### src/design/mbrb_pkg.sv
// Shared types and codes for the monochrome bitmap row blit unit.
`default_nettype none
package mbrb_pkg;

  localparam int WORD_W = 32;

  localparam logic [1:0] CMD_CLEAR = 2'd0;
  localparam logic [1:0] CMD_DRAW  = 2'd1;
  localparam logic [1:0] CMD_READ  = 2'd2;

  localparam logic CFG_WORDS_PER_ROW = 1'b0;
  localparam logic CFG_ROW_COUNT     = 1'b1;

  typedef struct packed {
    logic [1:0]        command;
    logic [6:0]        x_pos;
    logic [4:0]        y_pos;
    logic [5:0]        draw_width;
    logic [5:0]        draw_height;
    logic [4:0]        row_index;
    logic [WORD_W-1:0] row_bits;
  } mbrb_in_t;

  typedef struct packed {
    logic [WORD_W-1:0] read_data;
    logic              row_written;
  } mbrb_out_t;

endpackage
`default_nettype wire

### src/design/mbrb_store.sv
// Pixel word store: one write port, one registered read port.
`default_nettype none
module mbrb_store #(
  parameter int DEPTH = 128,
  parameter int AW    = 7
) (
  input  wire logic                        clk,
  input  wire logic                        we,
  input  wire logic [AW-1:0]               waddr,
  input  wire logic [mbrb_pkg::WORD_W-1:0] wdata,
  input  wire logic                        re,
  input  wire logic [AW-1:0]               raddr,
  output logic      [mbrb_pkg::WORD_W-1:0] rdata
);

  logic [mbrb_pkg::WORD_W-1:0] mem [DEPTH];

  always_ff @(posedge clk) begin
    if (we) begin
      mem[waddr] <= wdata;
    end
    if (re) begin
      rdata <= mem[raddr];
    end
  end

endmodule
`default_nettype wire

### config.mk
export PLATFORM = sky130hd
export DESIGN_NAME = mbrb_store
export DESIGN_NICKNAME = d
export VERILOG_FILES = /design/src/design/mbrb_pkg.sv /design/src/design/mbrb_store.sv
export SDC_FILE = /design/constraint.sdc
export NUM_CORES = 2
export LEC_CHECK = 0
export BUFFER_PORTS_ARGS = -buffer_cell sky130_fd_sc_hd__buf_2
export CAP_MARGIN = 10
export CORE_AREA = 2 2 726 728
export DETAILED_ROUTE_END_ITERATION = 12
export DIE_AREA = 0 0 728 730
export PLACE_DENSITY = 0.55
export RECOVER_POWER = 100
export SLEW_MARGIN = 0
export SYNTH_ARGS = -nofsm -noshare
export SYNTH_HDL_FRONTEND = slang
export SYNTH_SLANG_ARGS = --single-unit
### constraint.sdc
create_clock -name clk -period 7.9 [get_ports clk]
set_clock_uncertainty 0.1 [all_clocks]
set_input_delay 1.185 -clock clk [delete_from_list [all_inputs] [get_ports clk]]
set_output_delay 1.185 -clock clk [all_outputs]
set_load 0.03 [all_outputs]
Word level (Yosys, flattened, before mapping)
Memories as Yosys holds them, arrays and structs flattened. A register that Yosys moved wholly into a read port is not among the register bits.
Index checks and enable logic that the tools add are counted.
{"block": "word_totals", "register_bits": 0, "latchBits": 0, "ram_bits": 4096, "romBits": 0, "inputBits": 49, "word_cells": 3, "mem_count": 1}
{"block": "op_classes", "n_addsub": 0, "multipliers": 0, "div": 0, "n_lt_le_gt_ge": 0, "n_eq_ne": 0, "n_shift": 0, "muxes": 2, "bitwise_logic": 0, "reduce_logical": 0}
{"memory": "mem", "depth": 128, "width": 32, "rd": 1, "rd_ports_with_merged_regs": 1, "wr": 1, "line_no": "mbrb_store.sv:16", "text": "logic [mbrb_pkg::WORD_W-1:0] mem [DEPTH];"}
{"op": "two-way mux 1 bit", "count": 2}

Longest topological paths before layout
{"block": "logic_depth", "ltp_word": 2, "mapped_depth": 8}

Worst setup path after synthesis
OpenSTA, ideal clock, no wires.
{"block": "synth_timing", "path_type": "input port to flip-flop", "startpoint": "input port we", "endpoint": "memory mem[98][0] (netlist name) (enable)", "setup_ns": 0.461, "t_arrival_ns": 3.963, "required_ns": 7.339, "path_slack_ns": 3.376, "path_stages": 3, "cell_sequence": "clkbuf_1 nand4_1 nor3_1"}
{"block": "synth_via", "elab_chain_len": 2}
{"element": "from (decl)", "line_no": "mbrb_store.sv:8", "text": "input wire logic we,"}
{"element": "two-way mux 1 bit", "line_no": "mbrb_store.sv:19", "text": "if (we) begin"}
{"element": "two-way mux 1 bit (implied by the code)", "line_no": "mbrb_store.sv:20", "text": "mem[waddr] <= wdata;"}
{"element": "to (decl)", "line_no": "mbrb_store.sv:16"}
No other way between the ends.

Worst setup path after layout
{"block": "layout_timing", "startpoint": "input port waddr[0]", "endpoint": "memory mem[91][19] (netlist name) (enable)"}
{"element": "from (decl)", "line_no": "mbrb_store.sv:9", "text": "input wire logic [AW-1:0] waddr,"}
Straight into the memory's write port.

==> results.cfg <==
[worst_setup_path]
reg2reg_to = rdata[21]
crit_slowest_cell = nor2_1
worst-setup-path-type = in -> reg
reg2reg_depth = 4
crit_path_start_kind = primary input
path_max_fanout = 19
endpoint = mem[91][19]
path_common_cell = clkbuf_1
endpoint_kind = flop
crit_arrival_ns = 6.60
path_cells = clkbuf_1, nand3_2, clkbuf_1, nor2_1, clkbuf_1
worstReg2RegStart = mem[13][21]
slowest_delay_ns = 2.24
cp_data_required_time_ns = 8.38
cp-startpoint = waddr[0]
reg2reg_slack_ns = 4.95

[run_status]
status = finished, violations left
violations = max-capacitance violations, max-slew violations

[drt]
drc_errors = 0
vias = 71100
vias_per_cell = 5.17
firstDrtPassIters = 6
antenna_left = 0
drtIter0Drc = 9881
wl_mm = 447
routedWlPerCell_um = 32.5

[synthesis]
synth_area_um2 = 157000
ys_ff_latch = 4128
yosys.area_share.simple_pct = 0.445
synth_compound_area_share_pct = 0
syn_nets = 6039
yosys_warnings = 0
synth_top_family_by_area = multiplexers
synthCells = 5990
syn_avg_cell_area_um2 = 26.1
synthAdderAreaFrac_pct = 0
synthMuxAreaShare_pct = 19.6
synth.distinct_cells = 16
seq_area_frac_synth_pct = 79.2
synth_xor_area_share_pct = 0

[sta]
fin_crit_ns = 6.12
setup_viol = 0
max_slew_margin_pct = -244
finalMaxSlewViolations = 6183
setup_tns_ns = 0
max_slew.worst_pin.slew_ns = 5.16
hold_viol = 0
rsz0062_at_grt = no
max_freq_mhz = 163
hold_slack_ns = 0.592
setup_ws_ns = 1.78
fin_crit_sh_pct = 77.5

[worst_hold_path]
min-delay-start = wdata[2]
hold_class = in -> reg

[placement]
pre_cts_ws_ns = 2.52
io_buffers = 80
gp_congestion = 0.776
dp_hpwl_mm = 242
placed_area_um2 = 168000

[clock_tree]
clkTransAtPathRegs_ns = 0.06
cts_resized = 0
cts_tree = built
clock_path_buffers = 4
htreeDepth = 5
cts_root_buf = clkbuf_16
cts_sinks = 4128
cts_setup_buffers = 0
ctsHoldBuffers = 0
cts_made_buffers = 405
clock_latency_ns = 1.02

[global_route]
groute.usage.overall_pct = 16.5
grt_pass1_wl_mm = 609
grt_pass1_vias = 72200
grt_max_degree = 115
grt_overflow = 0
grt_antenna_before_repair = 67

[floorplan]
die_w_um = 728
start_util_pct = 29.9
die_height_um = 730
ioPinCount = 81
rows = 266
core-area_um2 = 524000
dieArea_um2 = 531000

[flow_run]
cap_viol_max_count = 189

[layout]
final_net_count = 6445
post-route-cell-area_um2 = 180000
fillers = 47800
drive_above_1_share_pct = 31.8
area_growth_syn_to_layout_pct = 14.8

[power_and_ir_drop]
p_per_area_nw_per_um2 = 255
static-leakage-power_uw = 0.0533
peakVddDrop_uv = 201
==> synthesized netlist by cell type <==
master	instances	area (um^2)
buf_1	50	188
buf_2	79	395
buf_4	3	22.5
buf_6	2	22.5
clkbuf_1	182	683
edfxtp_1	4128	124000
mux2_2	32	360
mux4_2	1344	30300
nand2_1	14	52.6
nand2b_1	2	12.5
nand3_1	12	60.1
nand4_1	3	18.8
nor2_1	122	458
nor2b_1	7	43.8
nor3_1	9	45.0
or3_1	1	6.26
==> sequential cells by signal, summed over array words and instances, names as in the netlist <==
register	flops
mem	4096
rdata	32
==> cells by family (layout without fill, tap and decap cells) <==
logic type,after synthesis,after routing
DFF,4128,4128
and+or+nand+nor,170,170
muxes,1376,1376
buffers and inverters,316,1062
other,0,41
==> worst min-delay path by stage <==
stage	end	slack, ns	cells past startpoint
after floorplan	rdata[0]	1.05	4
after global placement	rdata[16]	1.10	4
after detailed placement	rdata[16]	1.11	4
after CTS	mem[50][2]	0.30	1
after global routing	mem[35][2]	0.60	1
final	mem[37][2]	0.59	1
==> cells in the final DEF, fill, tap and decap left out <==
master	n
edfxtp_1	4128
mux4_2	1344
clkbuf_16	406
clkbuf_1	283
clkinv_1	96
nor2_4	80
buf_4	75
clkinv_2	72
nor2_1	42
diode_2	41
bufinv_16	38
mux2_2	31
buf_12	26
clkinvlp_4	17
clkinv_16	14
nand2_1	13
nand3_1	9
nor2b_1	7
nor3_1	7
buf_2	7
inv_16	6
inv_6	6
clkinv_8	5
clkinv_4	4
nand4_1	3
nand3_2	3
buf_8	3
clkbuf_2	3
nand2b_1	2
nor3_2	2
mux2_1	1
or3_1	1
nand2_2	1
buf_6	1
==> power by group <==
group	internal, uW	leakage [uW]	switching [uW]
registers	24200	0.0371	73.0
logic	853	0.00975	1490
clock network	10800	0.00637	8460
==> stage by stage <==
stage / util, % / power [uW] / instances
detailed placement: 32.0 / 27200 / 13000
global route: 34.3 / 47100 / 13700
floorplan: - / 25900 / 5990
global placement: 32.0 / 27100 / 13000
CTS: 34.5 / 46300 / 13700
finish: 34.4 / 45900 / 13700
==> final cells by class <==
| cell class | count | area, um^2 | share of cell area (%) |
|---|---|---|---|
| clock buffer | 489 | 10500 | 5.82 |
| multi-input combinational | 1546 | 32000 | 17.8 |
| tap | 6968 | 8720 | 4.85 |
| sequential | 4128 | 124000 | 68.9 |
| clock inverter | 258 | 2700 | 1.50 |
| timing repair buffer | 315 | 1940 | 1.08 |
| antenna | 41 | 103 | 0.0570 |
==> metal layers <==
metal / vias up / track usage, % / part of all wire [%]
li1: 27300 / - / -
met5: - / 0 / 0.016
met1: 39900 / 22.6 / 40
met2: 3269 / 27.2 / 48
met3: 599 / 2.85 / 8.7
met4: 12 / 4.67 / 3.3
==> worst max-delay path, delay by kind of cell <==
family / cells / cell delay, ns
buffers and inverters: 3 / 3.03
AND/OR/NAND/NOR: 2 / 2.34
Power figures use the tool's default switching activity.
