File: config.mk
export PLATFORM = sky130hd
export DESIGN_NAME = mbrb_shift_unit
export DESIGN_NICKNAME = d
export VERILOG_FILES = /design/src/design/mbrb_pkg.sv /design/src/design/mbrb_shift_unit.sv
export SDC_FILE = /design/constraint.sdc
export NUM_CORES = 1
export LEC_CHECK = 0
export BUFFER_PORTS_ARGS = -buffer_cell sky130_fd_sc_hd__buf_2
export CELL_PAD_IN_SITES_DETAIL_PLACEMENT = 1
export CELL_PAD_IN_SITES_GLOBAL_PLACEMENT = 1
export CORE_ASPECT_RATIO = 1.2
export CORE_MARGIN = 2
export CORE_UTILIZATION = 44
export DETAILED_ROUTE_END_ITERATION = 8
export GPL_TIMING_DRIVEN = 0
export PLACE_DENSITY_LB_ADDON = 0.1
export SLEW_MARGIN = 30
export SYNTH_ARGS = -nofsm -noshare
export SYNTH_HDL_FRONTEND = slang
export SYNTH_SLANG_ARGS = --single-unit
File: constraint.sdc
create_clock -name vclk -period 2.75
set_clock_uncertainty 0.05 [all_clocks]
set_input_delay 0.4125 -clock vclk [all_inputs]
set_output_delay 0.4125 -clock vclk [all_outputs]
set_load 0.01 [all_outputs]
File: src/design/mbrb_pkg.sv
// Shared types and codes for the monochrome bitmap row blit unit.
`default_nettype none
package mbrb_pkg;

  localparam int WORD_W = 32;

  localparam logic [1:0] CMD_CLEAR = 2'd0;
  localparam logic [1:0] CMD_DRAW  = 2'd1;
  localparam logic [1:0] CMD_READ  = 2'd2;

  localparam logic CFG_WORDS_PER_ROW = 1'b0;
  localparam logic CFG_ROW_COUNT     = 1'b1;

  typedef struct packed {
    logic [1:0]        command;
    logic [6:0]        x_pos;
    logic [4:0]        y_pos;
    logic [5:0]        draw_width;
    logic [5:0]        draw_height;
    logic [4:0]        row_index;
    logic [WORD_W-1:0] row_bits;
  } mbrb_in_t;

  typedef struct packed {
    logic [WORD_W-1:0] read_data;
    logic              row_written;
  } mbrb_out_t;

endpackage
`default_nettype wire

File: src/design/mbrb_shift_unit.sv
// Shared 32-bit shifter; shift amounts of 32 or more give zero.
`default_nettype none
module mbrb_shift_unit (
  input  wire logic [mbrb_pkg::WORD_W-1:0] value,
  input  wire logic [5:0]                  amount,
  input  wire logic                        left,
  output logic      [mbrb_pkg::WORD_W-1:0] result
);

  always_comb begin
    if (amount[5]) begin
      result = '0;
    end else if (left) begin
      result = value << amount[4:0];
    end else begin
      result = value >> amount[4:0];
    end
  end

endmodule
`default_nettype wire

==> Word-level counts from Yosys, hierarchy flattened <==
Cells that the tools add are included.
{ "classes": {"n_shift": 2, "mux": 2} }
{ "op_table": {"columns": ["operator", "n"], "rows": [
  ["two-way mux 32 bit", 2],
  ["left shift 32 x 5 -> 32 bit", 1],
  [">> shifter 32 x 5 -> 32 bit", 1]
]} }
{ "totals": {"regBits": 0, "input_bits": 39, "output_inout_bits": 32, "elab_cells": 4} }

==> Depth between registers and ports, before layout <==
Gate-level depths: netlist (run 1).
{ "depth": {"word_depth": 3, "mapped_depth": 9} }

==> Least setup slack after synthesis (run 1) <==
No wires, ideal clock.
{ "synth_path": {"path_kind": "input-to-output", "from": "input port amount[0]", "to": "output port result[3] (netlist name)", "arrival_ns": 1.978, "required_ns": 2.288, "setup_slack_ns": 0.309, "cell_stages": 8, "n_path_buf": 3, "cell_sequence": "buf_2 inv_1 buf_4 buf_4 mux4_2 nand2_1 o211ai_1 a31oi_1"} }
{ "synth_between": {"elab_chain_len": 3, "word_cells_on_any_way": 4} }
{ "synth_rtl": {"columns": ["element", "line_no", "source"], "rows": [
  ["from (decl)", "mbrb_shift_unit.sv:5", "input wire logic [5:0] amount,"],
  [">> shifter 32 x 5 -> 32 bit / left shift 32 x 5 -> 32 bit (equally long branches)", "mbrb_shift_unit.sv:16, mbrb_shift_unit.sv:14", null],
  ["two-way mux 32 bit (*)", "mbrb_shift_unit.sv:13", "end else if (left) begin"],
  ["two-way mux 32 bit (*)", "mbrb_shift_unit.sv:11", "if (amount[5]) begin"],
  ["to (decl)", "mbrb_shift_unit.sv:7", "output logic [mbrb_pkg::WORD_W-1:0] result"]
]} }
Every way passes the cells marked *; elsewhere a longest branch is shown, timed or not.

==> Final worst setup path (run 1) <==
{ "layout_path": {"from": "input port amount[1]", "to": "output port result[1] (netlist name)"} }
Same word-level chain as after synthesis.

==> results.py, run 1 <==
metrics = {
    "run_status": {
        "outcome": "complete, but fails checks",
        "violations": "setup timing",
    },
    "floorplanning": {
        "die_w_um": 87.4,
        "initial_core_util_pct": 45.3,
        "io_pins": 71,
        "dieArea_um2": 9100,
        "die_h_um": 104,
        "core_area_um2": 8110,
        "rows": 36,
    },
    "worst_setup_path": {
        "cp_top_family": "multiplexers",
        "cpMostUsedCell": "buf_12",
        "required_ns": 2.29,
        "worst-path-buf-inv": 4,
        "arrival_ns": 2.30,
        "cpPeakStageDelay_ns": 0.55,
        "critPathCaptureType": "output pin",
        "crit_slowest_cell": "mux4_2",
        "cp_cell_sequence": "buf_12 -> buf_12 -> buf_12 -> mux4_2 -> mux2i_2 -> o22ai_2 -> a211oi_2 -> o32ai_1 -> buf_2",
        "crit_type": "in -> out",
        "critPathMaxFanout": 7,
        "start_kind": "input pin",
    },
    "global_route": {
        "grt_max_degree": 11,
        "grt_overflow": 0,
        "antenna_found_initial": 0,
        "grt_pass1_wl_um": 27700,
        "grt_use_total_pct": 39.8,
        "grt_pass1_vias": 4495,
    },
    "power": {
        "clockPowerShare_pct": 0,
        "power.leakage_nw": 1.76,
        "p_per_area_nw_per_um2": 226,
        "peakVddDrop_mv": 0.120,
        "intPower_mw": 0.416,
        "total_power_mw": 1.02,
        "seq_power_share_pct": 0,
        "switchingPower_mw": 0.600,
        "sw_frac_of_total_pct": 59.0,
        "power_frac_comb_pct": 100.0,
    },
    "sta": {
        "worstMarginPinSlew_ns": 0.691,
        "finalHoldViolations": 0,
        "max_freq_mhz": 362,
        "slew_viol_final": 0,
        "setup_viol": 1,
        "fin_crit_ns": 2.76,
        "setup_slack_ns": -0.0115,
        "tns_ns": -0.0115,
        "maxSlewHeadroom_pct": 53.9,
        "fin_crit_sh_pct": 100,
    },
    "detailed_routing": {
        "wl_per_cell_um": 32.3,
        "first_iter_violations": 439,
        "dr_wl_met2_um": 9020,
        "via_per_inst": 7.82,
        "routed.top_layer": "met4",
        "dr_wl_met3_um": 2110,
        "totalWireLength_um": 19500,
        "drc_errors": 0,
        "dr_total_vias": 4714,
        "first_pass_iters": 5,
        "routedLengthMet1_um": 6930,
        "drtAntennaViolNets": 0,
    },
    "place": {
        "place_area_um2": 4130,
        "io_buffers": 67,
        "gp_congestion": 1.09,
        "dpl.hpwl_um": 14200,
        "place_worst_setup_slack_ns": -0.342,
    },
    "logic_synthesis": {
        "synth_cells": 437,
        "synthTopCellsByArea": "mux4_2 (29%), mux2i_1 (14%), nand2_1 (7.1%)",
        "synth_cell_type_count": 52,
        "synth_area_um2": 3680,
        "synth_area_per_cell_um2": 8.41,
        "yosysSeqAreaShare_pct": 0,
        "synth_largest_area_cell": "mux4_2",
        "yosysWarnings": 0,
        "yosysMostFrequentCell": "nand2_1",
        "synth_common_cells": "nand2_1 (70), mux2i_1 (51), mux4_2 (47)",
        "synth_top_area_share_pct": 28.8,
        "synth_nets": 476,
    },
    "hold_path": {
        "worstHoldPathType": "in -> out",
    },
    "finish": {
        "clockBufferCount": 0,
        "diodes": 0,
        "fin_area_um2": 4500,
        "post-route-util_pct": 55.4,
        "final_nets": 549,
        "drive_above_1_share_pct": 41.5,
        "seq_cell_count": 0,
        "area_growth_syn_to_layout_pct": 22.3,
        "area.sequential_um2": 0,
    },
    "flow_run": {
        "max_cap_viol_count": 0,
    },
    "clocking": {
        "holdBufCountCts": 0,
    },
}
routing by layer:
| metal | GRT usage [%] | vias to the layer above |
|---|---|---|
| met5 | 0 | - |
| met4 | 18.8 | 0 |
| met3 | 8.33 | 114 |
| met2 | 61.8 | 427 |
| met1 | 52.3 | 2286 |
| li1 | - | 1887 |
power groups by stage:
stage / Clock, mW / Combinational (mW) / Sequential (mW)
after floorplan: 0 / 0.568 / 0
after global placement: 0 / 0.860 / 0
after detailed placement: 0 / 0.869 / 0
after CTS: 0 / 0.897 / 0
after global routing: 0 / 1.05 / 0
final: 0 / 1.02 / 0
cell families after synthesis:
family                 after synthesis  synth area share (%)
AND/OR/NAND/NOR                    142                  16.9
multiplexers                       124                  51.9
AO/OA/AOI/OAI                      118                  22.4
buffers and inverters               53                  8.78
worst min-delay path, stage by stage:
cell	delay, ns
clkbuf_1	0.16
o22ai_1	0.20
buf_2	0.15
per-stage QoR:
stage | hold WS [ns] | cells
after CTS | 1.28 | 599
final | 1.29 | 603
after global routing | 1.31 | 603
after global placement | 1.27 | 599
after detailed placement | 1.29 | 599
after floorplan | 1.01 | 437
repair_timing:
action | in CTS | in global routing
pin swaps | 0 | 3
cloned | 0 | 3
endpoints found under the setup margin | 29 | 30
setup buffers | 0 | 2
gates resized for setup | 32 | 53
hold endpoints to repair | 0 | 0
placed cells by master (no fill, tap or decap), drive strengths merged, types with 6 or more instances in the layout:
cell / Yosys / final
buf: 26 / 92
nand2: 70 / 70
mux2i: 51 / 51
mux4: 50 / 50
nor2: 32 / 32
clkbuf: 19 / 24
mux2: 23 / 23
a21oi: 20 / 20
a31oi: 17 / 17
o21ai: 13 / 13
a22oi: 12 / 12
nand3: 10 / 10
o211ai: 10 / 10
nor3: 9 / 9
o22ai: 8 / 8
inv: 7 / 7
nor2b: 6 / 6
o32ai: 6 / 6
a211oi: 6 / 6
cell type report:
cell class	count	area, um^2
inverters	8	30.0
well taps	95	119
plain buffers	44	372
repair buffers	72	425
fillers	997	3610
multi-input cells	384	3550
final timing paths:
path / start / end / cells past startpoint
worst max-delay path: amount[1] / result[1] / 9
worst min-delay path: amount[5] / result[30] / 3
(Power assumes the default switching activity.)
==> run 2, diff against run 1 <==
--- a/config.mk
+++ b/config.mk
@@ -9,7 +9,6 @@
 export CELL_PAD_IN_SITES_DETAIL_PLACEMENT = 1
 export CELL_PAD_IN_SITES_GLOBAL_PLACEMENT = 1
 export CORE_ASPECT_RATIO = 1.2
-export CORE_MARGIN = 2
 export CORE_UTILIZATION = 44
 export DETAILED_ROUTE_END_ITERATION = 8
 export GPL_TIMING_DRIVEN = 0
==> run 2 against run 1 <==
Die area decreased by 4.2%. Critical path depth unchanged. Critical path type unchanged. Via count decreased by 0.49%. Flip-flop and latch count unchanged. Count of clock-buffer cells in the layout unchanged. Non-clock buffer count increased by 1. Hold slack improved by 0.031 ns. Largest cell class unchanged. Cell count increased by 0.17%. Core utilization about the same. The run still ends with setup timing left. Sequential share of layout area unchanged. Combinational power about the same.
==> results.py, run 2 (synthesis gave the netlist of run 1 again) <==
metrics = {
    "run_status": {
        "outcome": "complete, but fails checks",
        "violations": "setup timing",
    },
    "place": {
        "gp_congestion": 1.07,
        "dpl.cell_count": 599,
        "place_area_um2": 4130,
        "dpl.hpwl_um": 14700,
        "io_buffers": 67,
    },
    "sta": {
        "slew_viol_final": 0,
        "rsz0062_at_grt": "yes",
        "worstMarginPinSlew_ns": 0.645,
        "finalHoldViolations": 0,
        "max_freq_mhz": 364,
        "tns_ns": -0.00102,
        "setup_slack_ns": -0.00102,
        "fin_crit_sh_pct": 100,
        "fin_crit_ns": 2.75,
        "setup_viol": 1,
        "maxSlewHeadroom_pct": 56.8,
    },
    "worst_setup_path": {
        "critPathCaptureType": "output pin",
        "critPathMaxFanout": 7,
        "required_ns": 2.29,
        "crit_type": "in -> out",
        "start_kind": "input pin",
        "arrival_ns": 2.29,
    },
    "global_route": {
        "antenna_found_initial": 0,
        "grt_max_degree": 11,
        "grt_use_total_pct": 42.0,
        "grt_pass1_vias": 4358,
        "grt_pass1_wl_um": 27500,
        "grt_overflow": 0,
    },
    "finish": {
        "area_growth_syn_to_layout_pct": 22.3,
        "layout_commonest_cell": "buf_2",
        "stdcell_count": 604,
        "final_nets": 550,
        "seq_cell_count": 0,
        "fin_area_um2": 4500,
        "drive_above_1_share_pct": 41.7,
        "final_cell_mix": "buf_2 (74), nand2_1 (69), mux4_2 (48), mux2i_1 (39), nor2_1 (23)",
        "clockBufferCount": 0,
        "post-route-util_pct": 55.5,
        "multiInputGateArea_um2": 3560,
        "diodes": 0,
        "area.sequential_um2": 0,
        "fillers": 968,
    },
    "detailed_routing": {
        "first_iter_violations": 385,
        "drc_errors": 0,
        "totalWireLength_um": 19600,
        "dr_total_vias": 4691,
        "drtAntennaViolNets": 0,
        "first_pass_iters": 4,
        "via_per_inst": 7.77,
        "wl_per_cell_um": 32.4,
    },
    "power": {
        "power_frac_comb_pct": 100.0,
        "peakVddDrop_mv": 0.119,
        "clockPowerShare_pct": 0,
        "total_power_mw": 1.02,
        "intPower_mw": 0.415,
        "power.leakage_nw": 1.76,
        "p_per_area_nw_per_um2": 226,
        "seq_power_share_pct": 0,
        "sw_frac_of_total_pct": 59.2,
        "switchingPower_mw": 0.601,
    },
    "floorplanning": {
        "core_area_um2": 8110,
        "die_h_um": 102,
        "io_pins": 71,
        "dieArea_um2": 8730,
        "die_w_um": 85.4,
        "initial_core_util_pct": 45.3,
        "rows": 36,
    },
    "hold_path": {
        "worstHoldPathType": "in -> out",
    },
    "flow_run": {
        "max_cap_viol_count": 0,
    },
    "clocking": {
        "holdBufCountCts": 0,
    },
}
## run 2: path summary, 6_finish.rpt
path  startpoint    endpoint  slack [ns]  cells past startpoint
max    amount[1]  result[23]      -0.001                      9
min    amount[4]   result[0]        1.32                      5
## run 2: worst max-delay path, stage by stage
cell	delay, ns
buf_12	0.11
buf_12	0.13
buf_4	0.12
mux4_2	0.56
mux2_2	0.34
and3_1	0.19
nor2_1	0.12
o22ai_1	0.11
buf_2	0.18
## run 2: power by group through the flow
stage                     clock, mW  sequential (mW)  combinational (mW)
after global routing              0                0                1.05
after floorplan                   0                0               0.568
after global placement            0                0               0.861
after detailed placement          0                0               0.873
after CTS                         0                0               0.911
final                             0                0                1.02
## run 2: cell type report
type                       instances  area share (%)
timing repair buffer              73            9.63
buffer                            44            7.96
tap                               95            2.64
multi-input combinational        384            79.1
inverter                           8           0.668
## run 2: layer usage
layer,GRT usage (%),part of all wire (%)
met3,5.98,9.8
met1,54.7,36
met4,19.2,8.1
met5,0,0
met2,69.5,46
## run 2: what timing repair did
item / in CTS / in global routing
pin swaps: 1 / 6
resized for setup: 39 / 42
gates cloned: 0 / 3
endpoints found under the setup margin: 30 / 32
buffers inserted: 0 / 3
## run 2: per-stage QoR
| stage | setup WS (ns) | hold WS, ns |
|---|---|---|
| finish | -0.00102 | 1.32 |
| global route | -0.0263 | 1.37 |
| CTS | -0.00811 | 1.31 |
| detailed placement | -0.384 | 1.31 |
| global placement | -0.423 | 1.30 |
| floorplan | 0.309 | 1.01 |
